### src/hw/rtl/keyed_ordered_list_store_core_assert.svh
// Assertion macros for the keyed ordered list store.
// Both sample on the rising edge of clk and are disabled while rst_n is low.
// IMP: consequence holds in the same cycle. NXT: consequence holds in the next cycle.
`ifndef KEYED_ORDERED_LIST_STORE_CORE_ASSERT_SVH
`define KEYED_ORDERED_LIST_STORE_CORE_ASSERT_SVH
`ifndef SYNTH
`define KOLS_ASSERT_IMP(lbl, ante, cons) \
    lbl: assert property (@(posedge clk) disable iff (!rst_n) (ante) |-> (cons)) \
        else $error("kols: same-cycle check failed");
`define KOLS_ASSERT_NXT(lbl, ante, cons) \
    lbl: assert property (@(posedge clk) disable iff (!rst_n) (ante) |=> (cons)) \
        else $error("kols: next-cycle check failed");
`else
`define KOLS_ASSERT_IMP(lbl, ante, cons)
`define KOLS_ASSERT_NXT(lbl, ante, cons)
`endif
`endif

### src/hw/rtl/kols_pkg.sv
package kols_pkg;

    localparam int OP_W       = 3;
    localparam int IN_KEY_W   = 64;
    localparam int SCORE_W    = 16;
    localparam int STATUS_W   = 2;
    localparam int COUNT_W    = 5;
    localparam int TOTAL_W    = 20;

    typedef enum logic [OP_W-1:0] {
        OP_INS_FRONT = 3'd0,
        OP_INS_BACK  = 3'd1,
        OP_POP       = 3'd2,
        OP_LOOKUP    = 3'd3,
        OP_REMOVE    = 3'd4
    } op_t;

    typedef enum logic [STATUS_W-1:0] {
        ST_OK      = 2'd0,
        ST_EMPTY   = 2'd1,
        ST_FULL    = 2'd2,
        ST_MISSING = 2'd3
    } status_t;

    typedef enum logic [2:0] {
        SEQ_IDLE,
        SEQ_START,
        SEQ_LINK,
        SEQ_POP,
        SEQ_WALK,
        SEQ_DONE
    } seq_state_t;

    typedef struct packed {
        status_t              status;
        logic [IN_KEY_W-1:0]  found_key;
        logic [SCORE_W-1:0]   found_score;
        logic [COUNT_W-1:0]   entry_count;
        logic [TOTAL_W-1:0]   score_total;
    } result_t;

endpackage

### src/hw/rtl/kols_ram.sv
// Simple dual-port RAM, one write and one registered read per cycle.
module kols_ram #(
    parameter int WIDTH = 8,
    parameter int DEPTH = 16
) (
    input  logic                     clk,
    input  logic                     wr_en,
    input  logic [$clog2(DEPTH)-1:0] wr_addr,
    input  logic [WIDTH-1:0]         wr_data,
    input  logic                     rd_en,
    input  logic [$clog2(DEPTH)-1:0] rd_addr,
    output logic [WIDTH-1:0]         rd_data
);

    logic [WIDTH-1:0] mem [DEPTH];

    always_ff @(posedge clk)
    begin
        if (wr_en)
        begin
            mem[wr_addr] <= wr_data;
        end
        if (rd_en)
        begin
            rd_data <= mem[rd_addr];
        end
    end

endmodule

### src/hw/rtl/kols_slot_alloc.sv
// Free-slot bitmap; hands out the lowest free slot.
module kols_slot_alloc #(
    parameter int LIST_DEPTH = 16
) (
    input  logic                          clk,
    input  logic                          rst_n,
    input  logic                          take_en,
    input  logic                          release_en,
    input  logic [$clog2(LIST_DEPTH)-1:0] release_slot,
    output logic [$clog2(LIST_DEPTH)-1:0] free_slot
);

    localparam int AW = $clog2(LIST_DEPTH);

    logic [LIST_DEPTH-1:0] free_reg;
    logic [LIST_DEPTH-1:0] free_next;
    logic [LIST_DEPTH-1:0] lowest;

    // isolate lowest set bit, then encode the one-hot
    assign lowest = free_reg & (~free_reg + LIST_DEPTH'(1));

    always_comb
    begin
        free_slot = '0;
        for (int i = 0; i < LIST_DEPTH; i++)
        begin
            if (lowest[i])
            begin
                free_slot = free_slot | AW'(i);
            end
        end
    end

    always_comb
    begin
        free_next = free_reg;
        if (take_en)
        begin
            free_next[free_slot] = 1'b0;
        end
        if (release_en)
        begin
            free_next[release_slot] = 1'b1;
        end
    end

    always_ff @(posedge clk or negedge rst_n)
    begin
        if (!rst_n)
        begin
            free_reg <= '1;
        end
        else
        begin
            free_reg <= free_next;
        end
    end

endmodule

### src/hw/rtl/kols_seq.sv
// Operation sequencer: list pointers, counters and the linked walk.
module kols_seq #(
    parameter int LIST_DEPTH = 16,
    parameter int KEY_BITS   = 64
) (
    input  logic                             clk,
    input  logic                             rst_n,
    input  logic                             req_valid,
    output logic                             req_ready,
    input  logic [kols_pkg::OP_W-1:0]        req_op,
    input  logic [kols_pkg::IN_KEY_W-1:0]    req_key,
    input  logic [kols_pkg::SCORE_W-1:0]     req_score,
    output logic                             res_valid,
    input  logic                             res_take,
    output kols_pkg::result_t                res
);

    localparam int AW = $clog2(LIST_DEPTH);
    localparam int CW = $clog2(LIST_DEPTH + 1);
    localparam int SW = kols_pkg::SCORE_W;
    localparam int TW = kols_pkg::TOTAL_W;
    localparam int DW = KEY_BITS + SW;

    kols_pkg::seq_state_t state_reg, state_next;

    logic [AW-1:0] head_reg, head_next;
    logic [AW-1:0] tail_reg, tail_next;
    logic [CW-1:0] count_reg, count_next;
    logic [TW-1:0] total_reg, total_next;
    logic [CW-1:0] step_reg, step_next;

    logic [kols_pkg::OP_W-1:0] op_reg, op_next;
    logic [KEY_BITS-1:0]       key_reg, key_next;
    logic [SW-1:0]             score_reg, score_next;
    logic [AW-1:0]             cur_reg, cur_next;
    logic [AW-1:0]             prev_reg, prev_next;
    logic [AW-1:0]             slot_reg, slot_next;
    kols_pkg::status_t         rstat_reg, rstat_next;
    logic [kols_pkg::IN_KEY_W-1:0] rkey_reg, rkey_next;
    logic [SW-1:0]             rscore_reg, rscore_next;

    logic          data_we;
    logic [AW-1:0] data_wa;
    logic          link_we;
    logic [AW-1:0] link_wa;
    logic [AW-1:0] link_wd;
    logic          rd_en;
    logic [AW-1:0] rd_addr;
    logic [DW-1:0] data_rd;
    logic [AW-1:0] link_rd;
    logic [KEY_BITS-1:0] rd_key;
    logic [SW-1:0] rd_score;

    logic          take_en;
    logic          rel_en;
    logic [AW-1:0] alloc_slot;

    kols_ram #(.WIDTH(DW), .DEPTH(LIST_DEPTH)) u_data_ram (
        .clk     (clk),
        .wr_en   (data_we),
        .wr_addr (data_wa),
        .wr_data ({key_reg, score_reg}),
        .rd_en   (rd_en),
        .rd_addr (rd_addr),
        .rd_data (data_rd)
    );

    kols_ram #(.WIDTH(AW), .DEPTH(LIST_DEPTH)) u_link_ram (
        .clk     (clk),
        .wr_en   (link_we),
        .wr_addr (link_wa),
        .wr_data (link_wd),
        .rd_en   (rd_en),
        .rd_addr (rd_addr),
        .rd_data (link_rd)
    );

    kols_slot_alloc #(.LIST_DEPTH(LIST_DEPTH)) u_alloc (
        .clk          (clk),
        .rst_n        (rst_n),
        .take_en      (take_en),
        .release_en   (rel_en),
        .release_slot (cur_reg),
        .free_slot    (alloc_slot)
    );

    assign rd_key   = data_rd[DW-1:SW];
    assign rd_score = data_rd[SW-1:0];

    assign res.status      = rstat_reg;
    assign res.found_key   = rkey_reg;
    assign res.found_score = rscore_reg;
    assign res.entry_count = kols_pkg::COUNT_W'(count_reg);
    assign res.score_total = total_reg;

    always_comb
    begin
        state_next  = state_reg;
        head_next   = head_reg;
        tail_next   = tail_reg;
        count_next  = count_reg;
        total_next  = total_reg;
        step_next   = step_reg;
        op_next     = op_reg;
        key_next    = key_reg;
        score_next  = score_reg;
        cur_next    = cur_reg;
        prev_next   = prev_reg;
        slot_next   = slot_reg;
        rstat_next  = rstat_reg;
        rkey_next   = rkey_reg;
        rscore_next = rscore_reg;
        data_we     = 1'b0;
        data_wa     = alloc_slot;
        link_we     = 1'b0;
        link_wa     = alloc_slot;
        link_wd     = '0;
        rd_en       = 1'b0;
        rd_addr     = head_reg;
        take_en     = 1'b0;
        rel_en      = 1'b0;
        req_ready   = 1'b0;
        res_valid   = 1'b0;

        case (state_reg)
            kols_pkg::SEQ_IDLE:
            begin
                req_ready = 1'b1;
                if (req_valid)
                begin
                    op_next    = req_op;
                    key_next   = KEY_BITS'(req_key);
                    score_next = req_score;
                    state_next = kols_pkg::SEQ_START;
                end
            end

            kols_pkg::SEQ_START:
            begin
                rstat_next  = kols_pkg::ST_OK;
                rkey_next   = '0;
                rscore_next = '0;
                state_next  = kols_pkg::SEQ_DONE;
                case (op_reg)
                    kols_pkg::OP_INS_FRONT, kols_pkg::OP_INS_BACK:
                    begin
                        if (count_reg == CW'(LIST_DEPTH))
                        begin
                            rstat_next = kols_pkg::ST_FULL;
                        end
                        else
                        begin
                            data_we    = 1'b1;
                            link_we    = 1'b1;
                            take_en    = 1'b1;
                            count_next = count_reg + CW'(1);
                            total_next = total_reg + TW'(score_reg);
                            if (op_reg == kols_pkg::OP_INS_FRONT && count_reg != '0)
                            begin
                                link_wd = head_reg;
                            end
                            if (count_reg == '0)
                            begin
                                head_next = alloc_slot;
                                tail_next = alloc_slot;
                            end
                            else if (op_reg == kols_pkg::OP_INS_FRONT)
                            begin
                                head_next = alloc_slot;
                            end
                            else
                            begin
                                slot_next  = alloc_slot;
                                state_next = kols_pkg::SEQ_LINK;
                            end
                        end
                    end
                    kols_pkg::OP_POP, kols_pkg::OP_LOOKUP, kols_pkg::OP_REMOVE:
                    begin
                        if (count_reg == '0)
                        begin
                            rstat_next = kols_pkg::ST_EMPTY;
                        end
                        else
                        begin
                            rd_en     = 1'b1;
                            rd_addr   = head_reg;
                            cur_next  = head_reg;
                            prev_next = head_reg;
                            step_next = '0;
                            if (op_reg == kols_pkg::OP_POP)
                            begin
                                state_next = kols_pkg::SEQ_POP;
                            end
                            else
                            begin
                                state_next = kols_pkg::SEQ_WALK;
                            end
                        end
                    end
                    default:
                    begin
                    end
                endcase
            end

            kols_pkg::SEQ_LINK:
            begin
                // hook the new tail onto the old one
                link_we    = 1'b1;
                link_wa    = tail_reg;
                link_wd    = slot_reg;
                tail_next  = slot_reg;
                state_next = kols_pkg::SEQ_DONE;
            end

            kols_pkg::SEQ_POP:
            begin
                rkey_next   = kols_pkg::IN_KEY_W'(rd_key);
                rscore_next = rd_score;
                head_next   = link_rd;
                rel_en      = 1'b1;
                total_next  = total_reg - TW'(rd_score);
                count_next  = count_reg - CW'(1);
                if (count_reg == CW'(1))
                begin
                    head_next = '0;
                    tail_next = '0;
                end
                state_next = kols_pkg::SEQ_DONE;
            end

            kols_pkg::SEQ_WALK:
            begin
                if (rd_key == key_reg)
                begin
                    state_next = kols_pkg::SEQ_DONE;
                    if (op_reg == kols_pkg::OP_LOOKUP)
                    begin
                        rscore_next = rd_score;
                    end
                    else
                    begin
                        if (cur_reg == head_reg)
                        begin
                            head_next = link_rd;
                        end
                        else
                        begin
                            link_we = 1'b1;
                            link_wa = prev_reg;
                            link_wd = link_rd;
                            if (cur_reg == tail_reg)
                            begin
                                tail_next = prev_reg;
                            end
                        end
                        rel_en     = 1'b1;
                        total_next = total_reg - TW'(rd_score);
                        count_next = count_reg - CW'(1);
                        if (count_reg == CW'(1))
                        begin
                            head_next = '0;
                            tail_next = '0;
                        end
                    end
                end
                else if ((step_reg + CW'(1)) == count_reg)
                begin
                    rstat_next = kols_pkg::ST_MISSING;
                    state_next = kols_pkg::SEQ_DONE;
                end
                else
                begin
                    // follow the link straight from the read port
                    prev_next = cur_reg;
                    cur_next  = link_rd;
                    rd_en     = 1'b1;
                    rd_addr   = link_rd;
                    step_next = step_reg + CW'(1);
                end
            end

            kols_pkg::SEQ_DONE:
            begin
                res_valid = 1'b1;
                if (res_take)
                begin
                    state_next = kols_pkg::SEQ_IDLE;
                end
            end

            default:
            begin
                state_next = kols_pkg::SEQ_IDLE;
            end
        endcase
    end

    always_ff @(posedge clk or negedge rst_n)
    begin
        if (!rst_n)
        begin
            state_reg <= kols_pkg::SEQ_IDLE;
            head_reg  <= '0;
            tail_reg  <= '0;
            count_reg <= '0;
            total_reg <= '0;
            step_reg  <= '0;
        end
        else
        begin
            state_reg <= state_next;
            head_reg  <= head_next;
            tail_reg  <= tail_next;
            count_reg <= count_next;
            total_reg <= total_next;
            step_reg  <= step_next;
        end
    end

    always_ff @(posedge clk)
    begin
        op_reg     <= op_next;
        key_reg    <= key_next;
        score_reg  <= score_next;
        cur_reg    <= cur_next;
        prev_reg   <= prev_next;
        slot_reg   <= slot_next;
        rstat_reg  <= rstat_next;
        rkey_reg   <= rkey_next;
        rscore_reg <= rscore_next;
    end

endmodule

### src/hw/rtl/keyed_ordered_list_store_core.sv
// Keyed ordered list store: a bounded singly linked list of up to LIST_DEPTH
// entries (key plus unsigned Q8.8 score) kept in two registered-read RAMs,
// one for key/score and one for next links, with a free-slot bitmap that
// always hands out the lowest free slot. One request is worked at a time;
// a new request is taken as soon as the previous result sits in the output
// register. From accept to result ready, insert front passes the START and
// DONE states, insert back onto a non-empty list adds LINK, pop adds POP,
// and lookup/remove add one WALK step per entry up to the first match, or
// per entry on a miss. The walk follows one link per cycle, fed straight
// from the link RAM read port, so its length sets the worst case. Codes 5
// to 7 answer ok with no change. No clearing pass after reset.
`include "keyed_ordered_list_store_core_assert.svh"

module keyed_ordered_list_store_core #(
    parameter int LIST_DEPTH = 16,
    parameter int KEY_BITS   = 64
) (
    input  logic        clk,
    input  logic        rst_n,

    // request channel
    input  logic        in_valid,
    output logic        in_stall,
    input  logic [2:0]  operation,
    input  logic [63:0] entry_key,
    input  logic [15:0] entry_score,

    // result channel
    output logic        out_valid,
    input  logic        out_stall,
    output logic [1:0]  status,
    output logic [63:0] found_key,
    output logic [15:0] found_score,
    output logic [4:0]  entry_count,
    output logic [19:0] score_total
);

    logic              req_ready;
    logic              res_valid;
    logic              res_take;
    kols_pkg::result_t res;

    logic              out_valid_reg, out_valid_next;
    kols_pkg::result_t out_res_reg, out_res_next;

    // sequencer owns all list state; this level only adds the output stage
    kols_seq #(
        .LIST_DEPTH (LIST_DEPTH),
        .KEY_BITS   (KEY_BITS)
    ) u_seq (
        .clk       (clk),
        .rst_n     (rst_n),
        .req_valid (in_valid),
        .req_ready (req_ready),
        .req_op    (operation),
        .req_key   (entry_key),
        .req_score (entry_score),
        .res_valid (res_valid),
        .res_take  (res_take),
        .res       (res)
    );

    assign in_stall = !req_ready;

    // output register frees up whenever it is empty or being drained
    assign res_take = !out_valid_reg || !out_stall;

    always_comb
    begin
        out_valid_next = out_valid_reg;
        out_res_next   = out_res_reg;
        if (res_valid && res_take)
        begin
            out_valid_next = 1'b1;
            out_res_next   = res;
        end
        else if (!out_stall)
        begin
            out_valid_next = 1'b0;
        end
    end

    always_ff @(posedge clk or negedge rst_n)
    begin
        if (!rst_n)
        begin
            out_valid_reg <= 1'b0;
        end
        else
        begin
            out_valid_reg <= out_valid_next;
        end
    end

    always_ff @(posedge clk)
    begin
        out_res_reg <= out_res_next;
    end

    assign out_valid   = out_valid_reg;
    assign status      = out_res_reg.status;
    assign found_key   = out_res_reg.found_key;
    assign found_score = out_res_reg.found_score;
    assign entry_count = out_res_reg.entry_count;
    assign score_total = out_res_reg.score_total;

    // Checks: status codes agree with the reported occupancy, error results
    // report no found entry, and the sequencer goes busy right after taking a request.
    `KOLS_ASSERT_IMP(a_full_count, out_valid && status == kols_pkg::ST_FULL, entry_count == 5'(LIST_DEPTH))
    `KOLS_ASSERT_IMP(a_empty_zero, out_valid && status == kols_pkg::ST_EMPTY, entry_count == 5'd0 && score_total == 20'd0)
    `KOLS_ASSERT_IMP(a_err_no_data, out_valid && status != kols_pkg::ST_OK, found_key == 64'd0 && found_score == 16'd0)
    `KOLS_ASSERT_NXT(a_busy_after_req, in_valid && !in_stall, in_stall)

endmodule
### config.mk
export PLATFORM = sky130hd
export DESIGN_NAME = keyed_ordered_list_store_core
export DESIGN_NICKNAME = d
export VERILOG_FILES = /design/src/hw/rtl/kols_pkg.sv /design/src/hw/rtl/kols_ram.sv /design/src/hw/rtl/kols_slot_alloc.sv /design/src/hw/rtl/kols_seq.sv /design/src/hw/rtl/keyed_ordered_list_store_core.sv
export VERILOG_INCLUDE_DIRS = /design/src /design/src/hw/rtl
export SDC_FILE = /design/constraint.sdc
export NUM_CORES = 2
export LEC_CHECK = 0
export ABC_AREA = 1
export BUFFER_PORTS_ARGS = -buffer_cell sky130_fd_sc_hd__buf_2
export CAP_MARGIN = 5
export CORE_ASPECT_RATIO = 1.5
export CORE_MARGIN = 3
export CORE_UTILIZATION = 40
export CTS_CLUSTER_DIAMETER = 120
export CTS_CLUSTER_SIZE = 24
export DETAILED_ROUTE_END_ITERATION = 8
export PLACE_DENSITY = 0.61
export SLEW_MARGIN = 15
export SYNTH_ARGS = -nofsm -noshare
export SYNTH_HDL_FRONTEND = slang
export SYNTH_SLANG_ARGS = --single-unit
### constraint.sdc
create_clock -name clk -period 8.8 [get_ports clk]
set_clock_uncertainty 0.15 [all_clocks]
set_input_delay 0 -clock clk [delete_from_list [all_inputs] [get_ports clk]]
set_output_delay 0 -clock clk [all_outputs]
set_load 0.02 [all_outputs]
==> results.md <==
* Die Span Y at 542.5 µm
* Buffers & Inverters on Critical Path at 2
* Post-synth EDFFs at ~1,700
* Final Non-Filler Cells at ~9,900
* Num rows at roughly 200
* Share of layout cells above drive strength 1 at around 5.7%
* Crit start category: register
* Fin crit period at between 6 and 7 ns
* Area of the die at approximately 200,000 µm²
* CP most frequent cell: nand2_1
* Vias in the first global route at 50,300
* WP data arrival at between 6 and 7 ns
* Routed vias at ~50,000
* DR pass1 iterations at 6
* CTS Buf Count at 84
* Area of the core at 190,300 µm²
* Final setup violation count at 0
* Critical path class: reg2reg
* TritonCTS clock tree: yes
* Synth Instances at 7,219
* Top post-synthesis cells by area: edfxtp_1 67%, nand3_1 11%, inv_1 7.7%
* CP cell instances: inv_1, nand2_1, nand2_1, nor2_1, nand2_1, nor2_1, nand2_1, nor2_1, nand2_1, nand2_4, nand2_4, nand2_8, buf_12, nand2_1, nand3_1, nand3_1, nand3_1, nand2_1
* Cells after DPL at approximately 9,600
* Total grt overflow at 0
* Largest net degree at the start of global routing at 171
* Initial Util at between 40% and 50%
* Dpl ws at 2.302 ns
* Worst setup path start: u_seq.key_reg[50]$_DFFE_PP_
* CP max FO at between 150 and 200
* Mux cell area share after synthesis at 0%
* CTS sink cnt at around 1,800
* Final wirelength at roughly 210,000 µm
* Final max-slew violation count at 0
* RSZ-0062 raised after global routing: false
* Fin util at about 44%
* Mapped cell area at between 70,000 and 80,000 µm²
* Max incr delay on CP at roughly 0.85 ns
* P_leak at 35.23 nW
* Avg Cell Area, Syn at between 10 and 15 µm²
* Routed Antenna Nets at 0
* Number of I/O port buffers at 195
* # DRC at 0
* CP max-delay cell: nand2_8
* Post-layout net count at about 7,500
* Clk Latency, worst-skew pair at between 0.7 and 0.8 ns
* Maximum operating frequency at 153.6 MHz
* Synth Area in Simple Gates at 18.79%
* CTS HTree Levels at 3
* Largest family of logic cells by synthesized area: simple AND/OR/NAND/NOR gates
* Setup crit end kind: register
* Largest registers: u_seq.u_data_ram.mem (1280), u_seq.u_data_ram.rd_data (80)
* I/O pin total at 196
* Seq/Total Area, Yosys at 68.91%
* Post-synth top area share at between 60% and 70%
* Post-synthesis xor/xnor area fraction at 0.5364%
* Via density at a little over 5
* Global-route wire length before repair at between 300,000 and 400,000 µm
* Hold/Removal Path Class: in2reg
* Mapped Nets at around 7,300
* Hold_ws at around 0.082 ns
* Ys async rst share at between 3 and 4%
* Synth top cells by count: 1,712 x edfxtp_1, 1,650 x nand3_1, 1,583 x inv_1
* Complex-gate fraction of the synthesized area at 1.298%
* Slew headroom at between 20% and 30%
* Initial antenna violation count at 4
* Wire per inst at about 21 µm
* Reg2Reg Launch Point: u_seq.key_reg[50]$_DFFE_PP_
* Largest reg by FF count: u_seq.u_data_ram.mem
* Crit path max-delay family: simple AND/OR/NAND/NOR gates
* Gpl congestion at 0.8889
* GRT Resource Usage Total at around a fifth
* Worst hold path startpoint: in_valid
* Slew @ Worst Pin at about 1.1 ns
* Die Wd at between 300 and 400 µm
* Fill count at approximately 17,000
* Min setup slack post-route at between 2 and 2.5 ns
* Warnings from Yosys at 0
* CTS Buffer Depth at 3
* Clk slew on worst S/H paths at roughly 0.11 ns
* Register bit total from synthesis at around 1,800
* Clock root buffer: clkbuf_16
* Post-route setup TNS at 0 ns
* Post-synthesis adder-cell area fraction at less than 1%
* Status: finished clean
* Max rail drop VDD at 359.9 µV
* Area Overhead vs Synth at 9.818%
* Area leader, netlist: edfxtp_1
* Power per cell area at roughly 330 nW/µm²
* Max-cap viol count at 0
* Top_reg_cell synth: edfxtp_1
* DRT iter0 DRCs at around 5,000
* Required time of the critical path at 9.10 ns
* Max FFs per register at between 1,000 and 1,500
* Distinct cell type count after synthesis at 48
* Post-DP HPWL at between 100,000 and 150,000 µm
* Post_cts resized at 0
* Tcrit/Tclk final at between 70% and 80%
* Hold Vio Cnt, Final at 0
* Count leader, synth: edfxtp_1
[metal layers]
layer  GRT usage, %  up-vias  part of all wire, %
met3          2.338      404                  6.1
met4          7.857        0                  3.7
met5              0        -                    0
met1          25.79    24970                   40
met2          36.88     1818                   50
li1               -    23870                    -
[final timing paths]
path | end | slack, ns | cells after the start
setup / recovery | u_seq.u_data_ram.rd_data[26]$_DFFE_PP_ | 2.29 | 18
hold / removal | u_seq.state_reg[2]$_DFFE_PN0P_ | 0.08 | 4
setup reg to reg | u_seq.u_data_ram.rd_data[26]$_DFFE_PP_ | 2.29 | 18
hold reg to reg | found_key[33]$_DFFE_PP_ | 0.27 | 0
max in group asynchronous | u_seq.total_reg[14]$_DFFE_PN0P_ | 7.55 | 4
min in group asynchronous | u_seq.tail_reg[3]$_DFFE_PN0P_ | 0.35 | 4
[stage by stage]
step	power (mW)	instance area, µm²
6_report	27.98	84280
5_1_grt	29.77	84270
3_5_place_dp	23.72	80200
4_1_cts	28.18	84270
2_1_floorplan	19.85	76740
3_3_place_gp	23.53	80200
[repair_timing]
| item | in CTS | in global routing |
|---|---|---|
| hold buffers | 171 | 0 |
| buffers inserted | 0 | 0 |
| endpoints found under the hold margin | 188 | 0 |
[layout by cell type, fill, tap and decap left out, drive strengths merged, types with 2 or more instances in the layout]
cell type	n
nand3	1651
a32oi	2
dlygate4sd3	171
nor3	11
o211ai	8
a21oi	36
nor2	225
o21ai	108
edfxtp	1712
diode	4
a21o	3
a31oi	11
buf	269
xor2	29
dfstp	16
clkbuf	111
inv	1594
xnor2	18
nor4	6
a211oi	2
nand4	11
clkinv	4
ha	24
dfrtp	42
nand2	1355
[cell families after synthesis]
kind of cell / after synthesis
buf+inv: 1936
fa+ha+maj: 25
simple gates: 3261
flops: 1770
compound gates: 180
xor+xnor: 47
[cell type report]
class | instances | area, µm² | area share [%]
flip-flops and latches | 1770 | 52880 | 62.75
multi-input cells | 3513 | 16400 | 19.46
inverters | 1590 | 5976 | 7.091
repair buffers | 440 | 3556 | 4.219
well taps | 2475 | 3097 | 3.675
clock buffers | 111 | 2267 | 2.690
clock inverters | 8 | 86.33 | 0.1024
diodes | 4 | 10.01 | 0.01188
[worst min-delay path, cell delays in order]
cell and delay (ns):
dlygate4sd3_1 0.53, buf_2 0.14, o21ai_0 0.10, o211ai_1 0.16
[report_power, final]
group	leakage (nW)	internal, mW	total, mW	switching [mW]
sequential	16.2	10.8	11.5	0.713
combinational	17.9	3.31	12.0	8.74
clock	1.14	1.83	4.42	2.59
total	35.2	15.9	28.0	12.0
No activity file was read; power rests on OpenSTA's default activity.
